File: src/hw/rtl/ntc_pkg.sv
`timescale 1ns / 1ps

package ntc_pkg;

  localparam int unsigned WindowDefault = 8;

  localparam int unsigned AdcW  = 10;
  localparam int unsigned TempW = 18;
  localparam int unsigned CfgW  = 20;

  localparam int unsigned NormSteps = 5;
  localparam int unsigned SqSteps   = 24;
  localparam int unsigned DivSteps  = 17;

  localparam logic [29:0] Ln2Q30 = 30'd744261118;

  localparam logic signed [TempW-1:0] TempMax = 18'sd100000;
  localparam logic signed [TempW-1:0] TempMin = -18'sd27315;
  localparam logic signed [TempW-1:0] ZeroCk  = 18'sd27315;
  localparam logic [16:0]             TkMax   = 17'd127315;

  localparam logic [1:0] CfgNominal = 2'd0;
  localparam logic [1:0] CfgRefTemp = 2'd1;
  localparam logic [1:0] CfgBeta    = 2'd2;
  localparam logic [1:0] CfgSeries  = 2'd3;

  typedef struct packed {
    logic [19:0] nominal;
    logic [15:0] ref_temp;
    logic [14:0] beta;
    logic [19:0] series;
  } cfg_t;

  typedef struct packed {
    logic       load;
    logic       norm;
    logic [2:0] norm_step;
    logic       square;
    logic       diff;
    logic       ln_mul;
    logic       den_mul;
    logic       den_sum;
    logic       div_init;
    logic       div_step;
    logic       finish;
    logic       commit;
    logic       avg_mul;
    logic       push;
  } cmd_t;

  typedef struct packed {
    logic out_free;
  } status_t;

endpackage

File: src/hw/rtl/ntc_ctrl.sv
`timescale 1ns / 1ps

module ntc_ctrl (
  input  logic            clk_i,
  input  logic            rst_ni,
  input  logic            in_valid_i,
  output logic            in_ready_o,
  input  ntc_pkg::status_t status_i,
  output ntc_pkg::cmd_t   cmd_o
);
  import ntc_pkg::*;

  localparam logic [3:0] StIdle    = 4'd0;
  localparam logic [3:0] StNorm    = 4'd1;
  localparam logic [3:0] StSquare  = 4'd2;
  localparam logic [3:0] StDiff    = 4'd3;
  localparam logic [3:0] StLnMul   = 4'd4;
  localparam logic [3:0] StDenMul  = 4'd5;
  localparam logic [3:0] StDenSum  = 4'd6;
  localparam logic [3:0] StDivInit = 4'd7;
  localparam logic [3:0] StDivStep = 4'd8;
  localparam logic [3:0] StFinish  = 4'd9;
  localparam logic [3:0] StCommit  = 4'd10;
  localparam logic [3:0] StAvgMul  = 4'd11;
  localparam logic [3:0] StOutput  = 4'd12;

  logic [3:0] state_q, state_d;
  logic [4:0] cnt_q, cnt_d;

  always_comb begin
    state_d    = state_q;
    cnt_d      = cnt_q;
    cmd_o      = '0;
    in_ready_o = 1'b0;
    case (state_q)
      StIdle: begin
        in_ready_o = 1'b1;
        if (in_valid_i) begin
          cmd_o.load = 1'b1;
          cnt_d      = '0;
          state_d    = StNorm;
        end
      end
      StNorm: begin
        cmd_o.norm      = 1'b1;
        cmd_o.norm_step = cnt_q[2:0];
        if (cnt_q == 5'(NormSteps - 1)) begin
          cnt_d   = '0;
          state_d = StSquare;
        end else begin
          cnt_d = cnt_q + 5'd1;
        end
      end
      StSquare: begin
        cmd_o.square = 1'b1;
        if (cnt_q == 5'(SqSteps - 1)) begin
          cnt_d   = '0;
          state_d = StDiff;
        end else begin
          cnt_d = cnt_q + 5'd1;
        end
      end
      StDiff: begin
        cmd_o.diff = 1'b1;
        state_d    = StLnMul;
      end
      StLnMul: begin
        cmd_o.ln_mul = 1'b1;
        state_d      = StDenMul;
      end
      StDenMul: begin
        cmd_o.den_mul = 1'b1;
        state_d       = StDenSum;
      end
      StDenSum: begin
        cmd_o.den_sum = 1'b1;
        state_d       = StDivInit;
      end
      StDivInit: begin
        cmd_o.div_init = 1'b1;
        cnt_d          = '0;
        state_d        = StDivStep;
      end
      StDivStep: begin
        cmd_o.div_step = 1'b1;
        if (cnt_q == 5'(DivSteps - 1)) begin
          cnt_d   = '0;
          state_d = StFinish;
        end else begin
          cnt_d = cnt_q + 5'd1;
        end
      end
      StFinish: begin
        cmd_o.finish = 1'b1;
        state_d      = StCommit;
      end
      StCommit: begin
        cmd_o.commit = 1'b1;
        state_d      = StAvgMul;
      end
      StAvgMul: begin
        cmd_o.avg_mul = 1'b1;
        state_d       = StOutput;
      end
      StOutput: begin
        if (status_i.out_free) begin
          cmd_o.push = 1'b1;
          state_d    = StIdle;
        end
      end
      default: begin
        state_d = StIdle;
      end
    endcase
  end

  always_ff @(posedge clk_i or negedge rst_ni) begin
    if (!rst_ni) begin
      state_q <= StIdle;
      cnt_q   <= '0;
    end else begin
      state_q <= state_d;
      cnt_q   <= cnt_d;
    end
  end

endmodule

File: config.mk
export PLATFORM = sky130hd
export DESIGN_NAME = ntc_ctrl
export DESIGN_NICKNAME = d
export VERILOG_FILES = /design/src/hw/rtl/ntc_pkg.sv /design/src/hw/rtl/ntc_ctrl.sv
export SDC_FILE = /design/constraint.sdc
export NUM_CORES = 1
export LEC_CHECK = 0
export CAP_MARGIN = 30
export CORE_AREA = 2 2 43 45
export DETAILED_ROUTE_END_ITERATION = 12
export DIE_AREA = 0 0 45 47
export DONT_BUFFER_PORTS = 1
export PLACE_DENSITY = 0.64
export SYNTH_ARGS = -nofsm -noshare
export SYNTH_HDL_FRONTEND = slang
export SYNTH_SLANG_ARGS = --single-unit
export TNS_END_PERCENT = 20
File: constraint.sdc
create_clock -name clk_i -period 2 [get_ports clk_i]
set_input_delay 0.3 -clock clk_i [delete_from_list [all_inputs] [get_ports clk_i]]
set_output_delay 0.3 -clock clk_i [all_outputs]
set_load 0.05 [all_outputs]
==> results of run 1 <==
## worst reg2reg max path, delay by kind of cell (launching register included)
kind	cells	cell delay (ns)
adder cells (fa/ha/maj)	1	0.17
AO/OA/AOI/OAI	3	0.55
flip-flops	1	0.42
AND/OR/NAND/NOR	1	0.39
buffers and inverters	1	0.11
## final cells by class
type	instances	area (um^2)	share of cell area (%)
clock buffers	4	26.28	2.781
flip-flops and latches	9	226.5	23.97
multi-input cells	66	456.7	48.34
well taps	17	21.27	2.252
repair buffers	23	191.4	20.26
inverters	6	22.52	2.384
## power by group
| part | internal [uW] | switching, uW | leakage, uW |
|---|---|---|---|
| Clock | 76.8 | 64.9 | 0.0000150 |
| Combinational | 471 | 782 | 0.000294 |
| Sequential | 261 | 108 | 0.000114 |
| Total | 809 | 954 | 0.000422 |
## timing repair
action,4_1_cts,5_1_grt
setup endpoints to repair,3,3
hold buffers,1,0
gates resized for setup,1,1
setup buffers,0,2
endpoints found under the hold margin,9,0
## registers in the layout, summed over array words and instances (netlist names)
name and cells:
cnt_q 5, state_q 4
## per-stage QoR
stage	setup WS, ns	utilization [%]
after floorplan	-0.1135	-
after global placement	0.2670	53.79
after detailed placement	0.2557	53.79
after CTS	0.02118	56.06
after global routing	-0.005025	57.20
final	0.04693	57.20
## cells by family (layout without fill, tap and decap cells)
family | Yosys count | in the layout | share of synthesized area (%)
fa+ha+maj | 2 | 2 | 3.424
flops | 9 | 9 | 30.82
xor+xnor | 2 | 2 | 2.398
buf+inv | 12 | 33 | 8.218
simple gates | 39 | 39 | 29.28
compound gates | 23 | 23 | 25.86
## layer usage
metal | global-route usage (%) | vias to the layer above | part of all wire [%]
met2 | 31.71 | 18 | 54
met3 | 1.538 | 2 | 3.9
met1 | 23.46 | 344 | 42
li1 | - | 351 | -
met4 | 5.294 | 0 | 0.35
met5 | 0 | - | 0
## synthesized netlist by cell type (all sizes together), types with 2 or more instances
cell type   n
nor2       19
o32ai       3
a21oi       3
dfrtp       9
nand2b      4
o21ai       5
o22ai       3
ha          2
xnor2       2
nand2       3
o21a        2
buf         5
nand3       3
or2         2
inv         6
o31ai       3
## how the worst max path moves through the flow
| stage | start | to | slack (ns) |
|---|---|---|---|
| 2_1_floorplan | state_q[3]$_DFFE_PN0P_ | cmd_o[15] | -0.11 |
| 3_3_place_gp | state_q[1]$_DFFE_PN0P_ | cmd_o[11] | 0.27 |
| 3_5_place_dp | cnt_q[0]$_DFFE_PN0P_ | cnt_q[3]$_DFFE_PN0P_ | 0.26 |
| 4_1_cts | state_q[1]$_DFFE_PN0P_ | cmd_o[13] | 0.02 |
| 5_1_grt | state_q[2]$_DFFE_PN0P_ | cmd_o[13] | -0.005 |
| 6_report | state_q[2]$_DFFE_PN0P_ | cmd_o[13] | 0.05 |
==> summary.txt, run 1 <==
Clk pin slew, worst setup/hold paths -> 0.07 ns
mapped cell area -> 730.7 um^2
register area share after synthesis -> 30.82%
final antenna-violating net count -> 0
Starting Density -> 44.24%
DRT iter0 DRCs -> 18
Worst Hold Class -> in2reg
Longest Clk Path Bufs -> 2
Gate Count Post-Synth -> 87
R2R Path Start -> cnt_q[0]$_DFFE_PN0P_
crit-path cells -> or4b_4 -> nor2_1 -> buf_6
area delta synth->final -> 29.28%
fin. max-slew vios -> 0
commonest cells after routing, fill and taps aside -> 20 x buf_4, 17 x nor2_1, 8 x dfrtp_1
drc violations -> 0
WP buf/inv -> 1
status -> finished clean
leakage power -> 0.0004225 uW
later-pin clock latency in the skew report -> 0.26 ns
cts bufs inserted -> 3
Max Clock Skew -> 0.01162 ns
Die Wd -> 45 um
Placed Cells -> 118
Syn Nets -> 93
worst r2r path cells -> 6
WL per Instance -> 13.62 um
setup TNS -> 0 ns
Die H -> 47 um
CTS root buf -> clkbuf_4
antenna violations before repair -> 0
Final Hold Slack -> 0.3352 ns
final setup vio count -> 0
commonest non-fill, non-tap cell in the layout -> buf_4
Hold Crit Start -> status_i
share of layout cells above drive strength 1 -> 31.48%
All-Layer GR Usage -> 17.95%
critical path type -> reg2out
fmax -> 512.0 MHz
Final period util -> 97.65%
DR vias -> 715
CP endpoint kind -> output pin
largest net degree at the start of global routing -> 13
fraction of registers with async set/reset -> 100.0%
data required time of the critical path -> 1.70 ns
delay-heaviest family, CP -> simple AND/OR/NAND/NOR gates
fillers -> 153
Hold Path End -> state_q[3]$_DFFE_PN0P_
Critical Path AT -> 1.65 ns
input/output buffers -> 0
Yosys top cell by area -> dfrtp_1
P per Cell Area -> 1867 nW/um^2
Placed Area -> 888.4 um^2
Die Area -> 2115 um^2
global placer's final weighted congestion -> 0.8253
CP Launch Type -> flip-flop
top cells by area, synth -> dfrtp_1 31%, nor2_1 9.2%, o32ai_4 3.8%
worst vdd ir -> 0.8142 mV
H-Tree Depth -> 1
Core Box Area -> 1652 um^2
Worst-Margin Slew -> 0.4973 ns
Seq cells post-synth -> 9
synthesized area per cell -> 8.399 um^2
post-synth top area share -> 30.82%
R2R Setup Slk -> 0.24 ns
first-pass GRT wire length -> 2.842 mm
GR Overflow Total -> 0
IO Pins -> 21
Rel. slew slack -> 66.85%
vias in the first global route -> 639
Pwr Total -> 1764 uW
CP Max Fanout -> 10
WL final -> 1.703 mm
EDFF count, synth -> 0
Crit. path cell count -> 3
library cells used by synthesis -> 35
TritonCTS clock tree -> yes
synth warn -> 0
main flop type after synthesis -> dfrtp_1
min Tclk post-route -> 1.953 ns
# rows -> 15
reg2reg end -> cnt_q[3]$_DFFE_PN0P_
Pre-antenna DRT Iters -> 4
CP max stage cell -> or4b_4
clock sinks -> 9
max cap viols -> 0
post-route insts no fill -> 125
DP Wirelength -> 1.347 mm
Avg Vias per Cell -> 5.720
Layout Nets -> 115
max incr delay on CP -> 0.58 ns
Hold Fails Final Rpt -> 0
n_diodes -> 0
worst hold stages -> 2
Final Cell Area -> 944.7 um^2
Note: power is estimated with default switching activity, not from simulation.
==> run 2, diff against run 1 <==
PLACE_DENSITY = 0.62   (was 0.64)
clock period = 2.4 ns   (was 2 ns; I/O delays follow)
==> summary.txt, run 2 (synthesis results as in run 1) <==
final setup vio count -> 0
All-Layer GR Usage -> 16.06%
H-Tree Depth -> 1
area delta synth->final -> 20.55%
Die Wd -> 45 um
CTS root buf -> clkbuf_4
Pint -> 599.5 uW
final antenna-violating net count -> 0
fmax -> 470.8 MHz
Final Hold Slack -> 0.3947 ns
R2R Path Start -> state_q[2]$_DFFE_PN0P_
Longest Clk Path Bufs -> 2
largest net degree at the start of global routing -> 15
P per Cell Area -> 1554 nW/um^2
Final period util -> 88.51%
CP Launch Type -> flip-flop
Core Box Area -> 1652 um^2
TritonCTS clock tree -> yes
max cap viols -> 0
min Tclk post-route -> 2.124 ns
vias in the first global route -> 547
Starting Density -> 44.24%
GR Overflow Total -> 0
later-pin clock latency in the skew report -> 0.25 ns
max FFs per register -> 5
Hold Crit Start -> status_i
DR vias -> 668
leakage power -> 0.0003907 uW
Worst-Margin Slew -> 0.4892 ns
final core occ -> 53.33%
switching power -> 769.7 uW
Critical Path AT -> 1.76 ns
antenna violations before repair -> 0
drc violations -> 0
Largest regs -> cnt_q x5, state_q x4
Rel. slew slack -> 67.39%
CP Max Fanout -> 14
fillers -> 166
RSZ-0062 raised after global routing -> no
Die Area -> 2115 um^2
fin. max-slew vios -> 0
setup TNS -> 0 ns
IO Pins -> 21
Layout Nets -> 110
Clk pin slew, worst setup/hold paths -> 0.06 ns
DP Wirelength -> 1.270 mm
Die H -> 47 um
Pre-antenna DRT Iters -> 4
Most flops, register -> cnt_q
CP endpoint kind -> output pin
status -> finished clean
Logic pwr share -> 66.9%
global placer's final weighted congestion -> 0.7295
worst vdd ir -> 0.6988 mV
Setup crit start -> state_q[2]$_DFFE_PN0P_
Switching Fraction -> 56.21%
DRT iter0 DRCs -> 8
data required time of the critical path -> 2.04 ns
input/output buffers -> 0
cts bufs inserted -> 3
commonest cells after routing, fill and taps aside -> 17 x nor2_1, 17 x buf_4, 9 x dfrtp_1
clock sinks -> 9
Reg power frac -> 24.9%
Placed Cells -> 115
WL final -> 1.634 mm
critical path type -> reg2out
Worst Hold Class -> in2reg
Hold Fails Final Rpt -> 0
WL per Instance -> 13.62 um
Clk network pwr share -> 8.2%
first-pass GRT wire length -> 2.470 mm
# rows -> 15
share of layout cells above drive strength 1 -> 27.18%
n_diodes -> 0
post-route insts no fill -> 120
Max Clock Skew -> 0.001115 ns
Avg Vias per Cell -> 5.567
[run 2: cell count changes in the layout (fill, tap and decap cells not counted)]
cell     previous run  this run
buf_12              1         0
buf_4              20        17
buf_6               1         0
dfrtp_1             8         9
dfrtp_2             1         0
nor4b_2             0         1
nor4b_4             1         0
[run 2: repair_timing]
item / CTS / global route
hold buffers: 1 / 0
gates resized for setup: 0 / 0
buffers inserted: 0 / 0
endpoints found under the hold margin: 9 / 0
[run 2: metrics by stage]
stage	area (um^2)	total power, uW	worst slack [ns]
final	880.8	1369	0.2759
after CTS	880.8	1376	0.2676
after floorplan	733.2	1078	0.2474
after detailed placement	844.6	1254	0.5597
after global placement	844.6	1239	0.5754
after global routing	880.8	1467	0.2127
[run 2: worst paths after layout]
| check | to | slack (ns) | depth (start not counted) |
|---|---|---|---|
| worst min register to register | cnt_q[0]$_DFFE_PN0P_ | 0.54 | 1 |
| worst max-delay path | cmd_o[14] | 0.28 | 2 |
| worst min-delay path | state_q[3]$_DFFE_PN0P_ | 0.39 | 2 |
| max in group asynchronous | state_q[0]$_DFFE_PN0P_ | 1.67 | 1 |
| min in group asynchronous | cnt_q[4]$_DFFE_PN0P_ | 0.46 | 1 |
| worst max register to register | cnt_q[1]$_DFFE_PN0P_ | 0.60 | 4 |
[run 2: final cells by class]
type	count	area [um^2]	share of cell area, %
multi-input cells	66	447.9	50.85
flip-flops and latches	9	225.2	25.57
repair buffers	18	137.6	15.62
clock buffers	4	26.28	2.983
inverters	6	22.52	2.557
well taps	17	21.27	2.415
[run 2: power by group through the flow]
stage	logic, uW	registers, uW	clock network, uW
after floorplan	807	271	0
after global placement	904	335	0
after detailed placement	914	340	0
after CTS	919	338	119
after global routing	983	357	128
final	916	341	112
[run 2: worst max-delay path, stage by stage (launching register included)]
cell and delay, ns:
dfrtp_1 0.53, or4b_4 0.60, inv_1 0.38
[run 2: per-layer routing]
layer	part of all wire, %	global-route usage (%)	up-vias
met2	48	25.43	12
li1	-	-	340
met5	0	0	-
met4	0.98	7.059	0
met1	48	22.20	314
met3	3.1	1.923	2
==> run 3, diff against run 2 <==
CORE_AREA = 2 2 44 46   (was 2 2 43 45)
DIE_AREA = 0 0 46 48   (was 0 0 45 47)
PLACE_DENSITY = 0.6   (was 0.62)
==> summary.txt, run 3 (synthesis results as in run 1) <==
CP endpoint kind -> output pin
H-Tree Depth -> 1
Avg Vias per Cell -> 5.311
setup TNS -> 0 ns
CTS root buf -> clkbuf_4
DR vias -> 632
min Tclk post-route -> 2.136 ns
IO Pins -> 21
Largest regs -> cnt_q x5, state_q x4
Hold Fails Final Rpt -> 0
global placer's final weighted congestion -> 0.7666
status -> finished clean
clock sinks -> 9
Starting Density -> 43.26%
R2R Path Start -> state_q[2]$_DFFE_PN0P_
fin worst setup slack -> 0.2640 ns
CTS-repair resized insts -> 0
Hold Crit Start -> status_i
Clk pin slew, worst setup/hold paths -> 0.05 ns
max incr delay on CP -> 0.61 ns
CP Launch Type -> flip-flop
commonest non-fill, non-tap cell in the layout -> nor2_1
fin. max-slew vios -> 0
first-pass GRT wire length -> 2.394 mm
pre-CTS WS -> 0.5349 ns
Rel. slew slack -> 68.60%
crit-path cells -> or4b_4 -> inv_1
RSZ-0062 raised after global routing -> no
antenna violations before repair -> 0
Hold Path End -> state_q[3]$_DFFE_PN0P_
Max Clock Skew -> 0.001585 ns
Longest Clk Path Bufs -> 2
reg2reg end -> cnt_q[1]$_DFFE_PN0P_
DP Wirelength -> 1.257 mm
CP Max Fanout -> 14
drc violations -> 0
worst vdd ir -> 0.5143 mV
critical path type -> reg2out
input/output buffers -> 0
R2R Setup Slk -> 0.59 ns
Pre-antenna DRT Iters -> 4
Worst-Margin Slew -> 0.4646 ns
fmax -> 468.2 MHz
# rows -> 15
Die Area -> 2208 um^2
max FFs per register -> 5
final antenna-violating net count -> 0
Worst Hold Class -> in2reg
Final period util -> 89.00%
All-Layer GR Usage -> 15.08%
data required time of the critical path -> 2.04 ns
Die H -> 48 um
cts bufs inserted -> 3
leakage power -> 0.0003855 uW
DRT iter0 DRCs -> 7
n_diodes -> 0
later-pin clock latency in the skew report -> 0.25 ns
TritonCTS clock tree -> yes
WL final -> 1.543 mm
area delta synth->final -> 19.52%
CP max stage cell -> or4b_4
Critical Path AT -> 1.78 ns
commonest cells after routing, fill and taps aside -> 17 x nor2_1, 16 x buf_4, 9 x dfrtp_1
worst r2r path cells -> 4
Final Hold Slack -> 0.3871 ns
P per Cell Area -> 1545 nW/um^2
Most flops, register -> cnt_q
worst hold stages -> 2
Die Wd -> 46 um
largest net degree at the start of global routing -> 15
share of layout cells above drive strength 1 -> 26.47%
max cap viols -> 0
final setup vio count -> 0
GR Overflow Total -> 0
Core Box Area -> 1689 um^2
WL per Instance -> 12.97 um
fillers -> 173
Layout Nets -> 109
vias in the first global route -> 575
run 3: cell types whose count changed in the layout (fill, tap and decap cells not counted), sizes merged:
cell  change
buf       -1
run 3: how the worst max path moves through the flow:
stage | from | end | slack [ns] | cells after the start
after floorplan | state_q[1]$_DFFE_PN0P_ | cnt_q[3]$_DFFE_PN0P_ | 0.25 | 5
after CTS | state_q[2]$_DFFE_PN0P_ | cmd_o[14] | 0.26 | 2
after detailed placement | state_q[2]$_DFFE_PN0P_ | cmd_o[14] | 0.53 | 2
final | state_q[2]$_DFFE_PN0P_ | cmd_o[14] | 0.26 | 2
after global placement | state_q[3]$_DFFE_PN0P_ | cmd_o[14] | 0.57 | 2
after global routing | state_q[2]$_DFFE_PN0P_ | cmd_o[14] | 0.19 | 2
run 3: final cells by class:
cell class                 instances  area (um^2)  share of cell area [%]
clock buffer                       4        26.28                   3.009
inverter                           6        22.52                   2.579
multi-input combinational         66        447.9                   51.29
sequential                         9        225.2                   25.79
tap                               17        21.27                   2.436
timing repair buffer              17        130.1                   14.90
run 3: worst max-delay path, delay by kind of cell (launching register included):
kind	cells	cell delay [ns]
buf+inv	1	0.38
flops	1	0.54
simple gates	1	0.61
run 3: through the flow:
| stage | cell area, um^2 | instances | power, uW | util, % |
|---|---|---|---|---|
| finish | 873.3 | 119 | 1350 | 51.70 |
| detailed placement | 837.1 | 114 | 1248 | 49.56 |
| floorplan | 733.2 | 87 | 1078 | - |
| CTS | 873.3 | 119 | 1367 | 51.70 |
| global route | 873.3 | 119 | 1460 | 51.70 |
| global placement | 837.1 | 114 | 1229 | 49.56 |
run 3: power by group:
| group | switching, uW | internal [uW] | total [uW] |
|---|---|---|---|
| logic | 570 | 315 | 885 |
| registers | 140 | 215 | 355 |
| clock network | 46.0 | 63.6 | 110 |
| total | 756 | 594 | 1350 |
run 3: timing repair:
action	4_1_cts	5_1_grt
setup buffers	0	0
hold endpoints to repair	9	0
hold buffers	1	0
run 3: layer usage:
| metal | part of all wire (%) | GRT usage, % | wire, um |
|---|---|---|---|
| met1 | 50 | 20.32 | 767 |
| met2 | 46 | 23.61 | 704 |
| met3 | 4.5 | 2.642 | 70 |
| met4 | 0 | 6.857 | 0 |
| met5 | 0 | 0 | 0 |
